===== config.mk =====
export PLATFORM = sky130hd
export DESIGN_NAME = dsp_ctrl
export DESIGN_NICKNAME = d
export VERILOG_FILES = /design/src/hdl/dsp_pkg.sv /design/src/hdl/dsp_ctrl.sv
export SDC_FILE = /design/constraint.sdc
export NUM_CORES = 1
export LEC_CHECK = 0
export BUFFER_PORTS_ARGS = -buffer_cell sky130_fd_sc_hd__buf_2
export CORE_AREA = 2 2 39 41
export DETAILED_ROUTE_END_ITERATION = 12
export DIE_AREA = 0 0 41 43
export GPL_ROUTABILITY_DRIVEN = 0
export GPL_TIMING_DRIVEN = 0
export SLEW_MARGIN = 20
export SYNTH_ARGS = -nofsm -noshare
export SYNTH_HDL_FRONTEND = slang
export SYNTH_SLANG_ARGS = --single-unit

===== constraint.sdc =====
create_clock -name clk -period 1.2 [get_ports clk]
set_input_delay 0.06 -clock clk [delete_from_list [all_inputs] [get_ports clk]]
set_output_delay 0.06 -clock clk [all_outputs]
set_load 0.05 [all_outputs]

===== src/hdl/dsp_pkg.sv =====
// Package for the DAG shortest-path block: sizes, types and state codes.
// No dependencies.
`default_nettype none
package dsp_pkg;
  localparam int MaxVertices = 16;
  localparam int WeightBits  = 16;
  localparam int VBits       = $clog2(MaxVertices);
  localparam int CntBits     = VBits + 1;
  localparam int AddrBits    = 2 * VBits;
  localparam int DistBits    = 24;
  localparam int RegVertexCount  = 0;
  localparam int RegSourceVertex = 1;

  typedef enum logic [3:0] {
    S_LOAD, S_INIT, S_CLR, S_DFS_TOP, S_DFS_RD, S_DFS_EVAL,
    S_REL_POP, S_REL_RD, S_REL_EVAL, S_EMIT
  } state_t;

  typedef enum logic [3:0] {
    C_NONE, C_LOAD, C_INIT, C_CLR, C_DFS_TOP, C_DFS_RD, C_DFS_EVAL,
    C_REL_POP, C_REL_RD, C_REL_EVAL, C_EMIT
  } cmd_t;

  typedef struct packed {
    logic load_done;
    logic clr_done;
    logic sp_empty;
    logic frame_done;
    logic order_empty;
    logic cur_reach;
    logic col_done;
    logic emit_done;
    logic out_full;
  } status_t;
endpackage
`default_nettype wire


===== src/hdl/dsp_ctrl.sv =====
// Controller state machine for the shortest-path block.
// Depends on dsp_pkg; drives commands to dsp_datapath.
`default_nettype none
module dsp_ctrl (
  input  wire logic             clk,
  input  wire logic             rst,
  input  wire logic             in_fire,
  input  wire dsp_pkg::status_t status,
  output dsp_pkg::cmd_t         cmd,
  output logic                  in_ready
);
  dsp_pkg::state_t state, state_next;

  always_ff @(posedge clk) begin
    if (rst) state <= dsp_pkg::S_LOAD;
    else state <= state_next;
  end

  always_comb begin
    state_next = state;
    cmd = dsp_pkg::C_NONE;
    in_ready = 1'b0;
    case (state)
      dsp_pkg::S_LOAD: begin
        in_ready = 1'b1;
        if (in_fire) begin
          cmd = dsp_pkg::C_LOAD;
          if (status.load_done) state_next = dsp_pkg::S_INIT;
        end
      end
      dsp_pkg::S_INIT: begin
        cmd = dsp_pkg::C_INIT;
        state_next = dsp_pkg::S_CLR;
      end
      dsp_pkg::S_CLR: begin
        // try next root in ascending order
        cmd = dsp_pkg::C_CLR;
        if (status.clr_done) state_next = dsp_pkg::S_REL_POP;
        else state_next = dsp_pkg::S_DFS_TOP;
      end
      dsp_pkg::S_DFS_TOP: begin
        cmd = dsp_pkg::C_DFS_TOP;
        if (status.sp_empty) state_next = dsp_pkg::S_CLR;
        else if (status.frame_done) state_next = dsp_pkg::S_DFS_TOP;
        else state_next = dsp_pkg::S_DFS_RD;
      end
      dsp_pkg::S_DFS_RD: begin
        cmd = dsp_pkg::C_DFS_RD;
        state_next = dsp_pkg::S_DFS_EVAL;
      end
      dsp_pkg::S_DFS_EVAL: begin
        cmd = dsp_pkg::C_DFS_EVAL;
        state_next = dsp_pkg::S_DFS_TOP;
      end
      dsp_pkg::S_REL_POP: begin
        cmd = dsp_pkg::C_REL_POP;
        if (status.order_empty) state_next = dsp_pkg::S_EMIT;
        else if (status.cur_reach) state_next = dsp_pkg::S_REL_RD;
      end
      dsp_pkg::S_REL_RD: begin
        cmd = dsp_pkg::C_REL_RD;
        state_next = dsp_pkg::S_REL_EVAL;
      end
      dsp_pkg::S_REL_EVAL: begin
        cmd = dsp_pkg::C_REL_EVAL;
        if (status.col_done) state_next = dsp_pkg::S_REL_POP;
        else state_next = dsp_pkg::S_REL_RD;
      end
      dsp_pkg::S_EMIT: begin
        if (!status.out_full) begin
          cmd = dsp_pkg::C_EMIT;
          if (status.emit_done) state_next = dsp_pkg::S_LOAD;
        end
      end
      default: state_next = dsp_pkg::S_LOAD;
    endcase
  end
endmodule
`default_nettype wire


==> metrics list <==
- Once detail routing completed, the nets flagged for antenna violations numbered 0.
* Post-layout utilization of the core: roughly 54%
* Antenna violations before repair: 0
- At the pin with the least slew margin, the transition time is 270 ps.
- Area share of the largest cell type after synthesis: 21.7%
- Entering global routing, the biggest net connects 11 pins.
* CTS buffer count: 3
- Worst endpoint data arrival time: roughly 1300 ps
- Across the VDD grid, the largest voltage drop is between 0.0004 and 0.0005 V.
* Top FF cell, synth: sky130_fd_sc_hd__dfxtp_1
* Die width: between 40 and 50 um
* Wire length of the first global-routing pass: roughly 2000 um
- The number of nets in the synthesized netlist is 61.
- Pin placement for this block handled 17 I/O pins.
* Worst slew margin relative to its limit: approximately 80%
* Leading post-synthesis cells by cell area: sky130_fd_sc_hd__dfxtp_1 (22%), sky130_fd_sc_hd__a21oi_1 (5.4%), sky130_fd_sc_hd__nor3_1 (5.4%)
- The netlist uses 26 different library cells.
- Sorting the synthesized cells by how often they occur yields sky130_fd_sc_hd__a21oi_1 (4), sky130_fd_sc_hd__dfxtp_1 (4), sky130_fd_sc_hd__nor2_1 (4), sky130_fd_sc_hd__nor3_1 (4), sky130_fd_sc_hd__o21ai_0 (4).
- After floorplanning, the core was sized to cover 1380 sq um.
- Final-report max-slew violation count: 0
- Once routing completed, OpenROAD measured the worst setup slack at -154 ps.
- Setup-failing EPs final: 7
* Crit Path Category: reg2out
- Dividing the final minimum period by the clock period gives 113%.
- Post-Route WL: around 1400 um
* Worst min-delay path class: in2reg
- Number of buffers on the longest clock path: 2
* Height of the die: about 43 um
- Tmin final: between 1000 and 1500 ps
* Leftover overflow at the end of global routing: 0
* DRC violations left: 0
- The largest registers in the layout are state x4.
- Final Hold Violating Endpoints: 0
* Number of register bits inferred by synthesis: 4
- Run status: finished with violations
* Reported leakage power: about 0.34 nW
* Pre-CTS worst setup slack: -181 ps
* Average footprint of a synthesized cell: roughly 7.5 sq um
- Reported max-cap violation count: 0
- More flip-flops sit in one register than any other, and that register is state.
- Via count of the routed design: between 400 and 500
* Combined area of all synthesized cells: roughly 370 sq um
* Synth warnings: 0
- Async S/R FF share, synth: 0%
- Global routing's busiest layer: met2
- DR iter-0 viols: 8
- TritonRoute pass-1 iters: 3
* Fmax: approximately 740 MHz
* Grt met2 use: about 29%
- The floorplan has 14 rows.
- Routed vias/inst: 5.20
- Fraction of final layout cells sized beyond drive strength 1: between 60 and 70%
- Type of destination of the critical path: output port
* Highest net fanout along the worst path: 4
- The checks that failed: negative setup slack.
* Startpoint kind of the worst setup timing path: flip-flop
- Grt met3 use: around 3.1%
- Port-buffer cells: 16
- Sequential elements use 21.7% of the synthesized area.
* Total inserted antenna cells: 0
- Initial Util: between 20% and 30%
- Counting flops with a built-in enable in the synthesized netlist gives 0.
- The area growth from synthesis to layout is 104%.
- In the final routed layout, each cell accounts on average for ~14 um.
* RSZ-0062 raised after global routing: yes
* Flip-flop count of the largest register after layout: 4
- Summed over all instances, the cell type with the most area after synthesis is sky130_fd_sc_hd__dfxtp_1.
* Met1 layer usage reported by global route: 17.4%
- On the final layout, the worst clock skew is 0.196 ps.
- TritonCTS built the clock tree.
- DP HPWL: between 700 and 800 um
- For this run, the total global-route usage over all layers was measured as 16.6%.
* Sum of negative setup slack: -781 ps
* Clock root cell: sky130_fd_sc_hd__clkbuf_4
- For this design the ratio of total power to cell area is between 1000 and 1500 nW/um^2.
- Clk pin slew, worst setup/hold paths: around 40 ps
* Number of clock sinks seen by CTS: 4
- Clock latency on the worst-skew pair, taken at its later pin, is ~230 ps.
- Synthesis handed over a netlist of 49 instances.
* CP Data Required Time: around 1100 ps
* Die outline area: 1760 sq um
- Htree depth: 1
* Via count of the first global-routing pass: between 400 and 500
- The net count of the finished layout is roughly 90.
per-layer routing:
| metal | part of all wire (%) | wire length (um) |
|---|---|---|
| met1 | 38 | 514 |
| met4 | 1.2 | 16 |
| met3 | 2.9 | 39 |
| met2 | 58 | 785 |
| met5 | 0 | 0 |
power by group:
group	leakage [nW]	internal, W	total [W]	switching [W]
clock network	0.0138	0.000112	0.000166	0.0000542
logic	0.291	0.000257	0.000533	0.000276
registers	0.0353	0.000148	0.000168	0.0000200
total	0.340	0.000517	0.000867	0.000350
timing repair:
| item | CTS | global route |
|---|---|---|
| setup buffers | 8 | 4 |
| hold buffers | 0 | 0 |
| pin swaps | 8 | 7 |
| hold endpoints to repair | 0 | 0 |
| resized for setup | 28 | 12 |
| setup endpoints to repair | 7 | 7 |
layout make-up:
cell class / count / area, sq um
fillers: 126 / 632
multi-input cells: 38 / 352
repair buffers: 28 / 228
flip-flops and latches: 4 / 92.6
plain buffers: 2 / 26.3
clock buffers: 3 / 22.5
well taps: 16 / 20.0
inverters: 3 / 11.3
layout by cell type (no fill, tap or decap), drive strengths merged, types with 2 or more instances in the layout:
cell type	instances
a211oi	2
dfxtp	4
a21oi	4
inv	3
xnor2	2
buf	30
nand2	3
o21ai	4
nor3	4
clkbuf	3
nor2	4
through the flow:
| stage | std cells | hold WS [ps] | power [W] | area, sq um |
|---|---|---|---|---|
| final | 94 | 30.4 | 0.000867 | 752 |
| after global routing | 94 | 22.3 | 0.000913 | 752 |
| after CTS | 90 | 18.9 | 0.000819 | 674 |
| after detailed placement | 81 | 267 | 0.000531 | 520 |
| after global placement | 81 | 265 | 0.000526 | 520 |
| after floorplan | 49 | 122 | 0.000453 | 420 |
logic make-up (layout without fill, tap and decap cells):
group / after synthesis / count (layout) / synth area share, %
compound gates: 18 / 18 / 33.2
xor+xnor: 2 / 2 / 4.75
flops: 4 / 4 / 21.7
mux: 1 / 1 / 4.07
buf+inv: 7 / 36 / 10.2
simple gates: 17 / 17 / 26.1
final timing paths:
path | cells past startpoint | slack, ps | from | end
worst min-delay path | 2 | 30 | rst | state[0]
worst max register to register | 4 | -80 | state[0] | state[2]
worst min register to register | 3 | 720 | state[3] | state[0]
worst max-delay path | 3 | -150 | state[2] | cmd[1]
worst max-delay path: stages, from the launching register on:
cell and delay (ps):
sky130_fd_sc_hd__dfxtp_4 350, sky130_fd_sc_hd__or2_4 290, sky130_fd_sc_hd__o32ai_4 230, sky130_fd_sc_hd__buf_6 190
(Power assumes the default switching activity.)
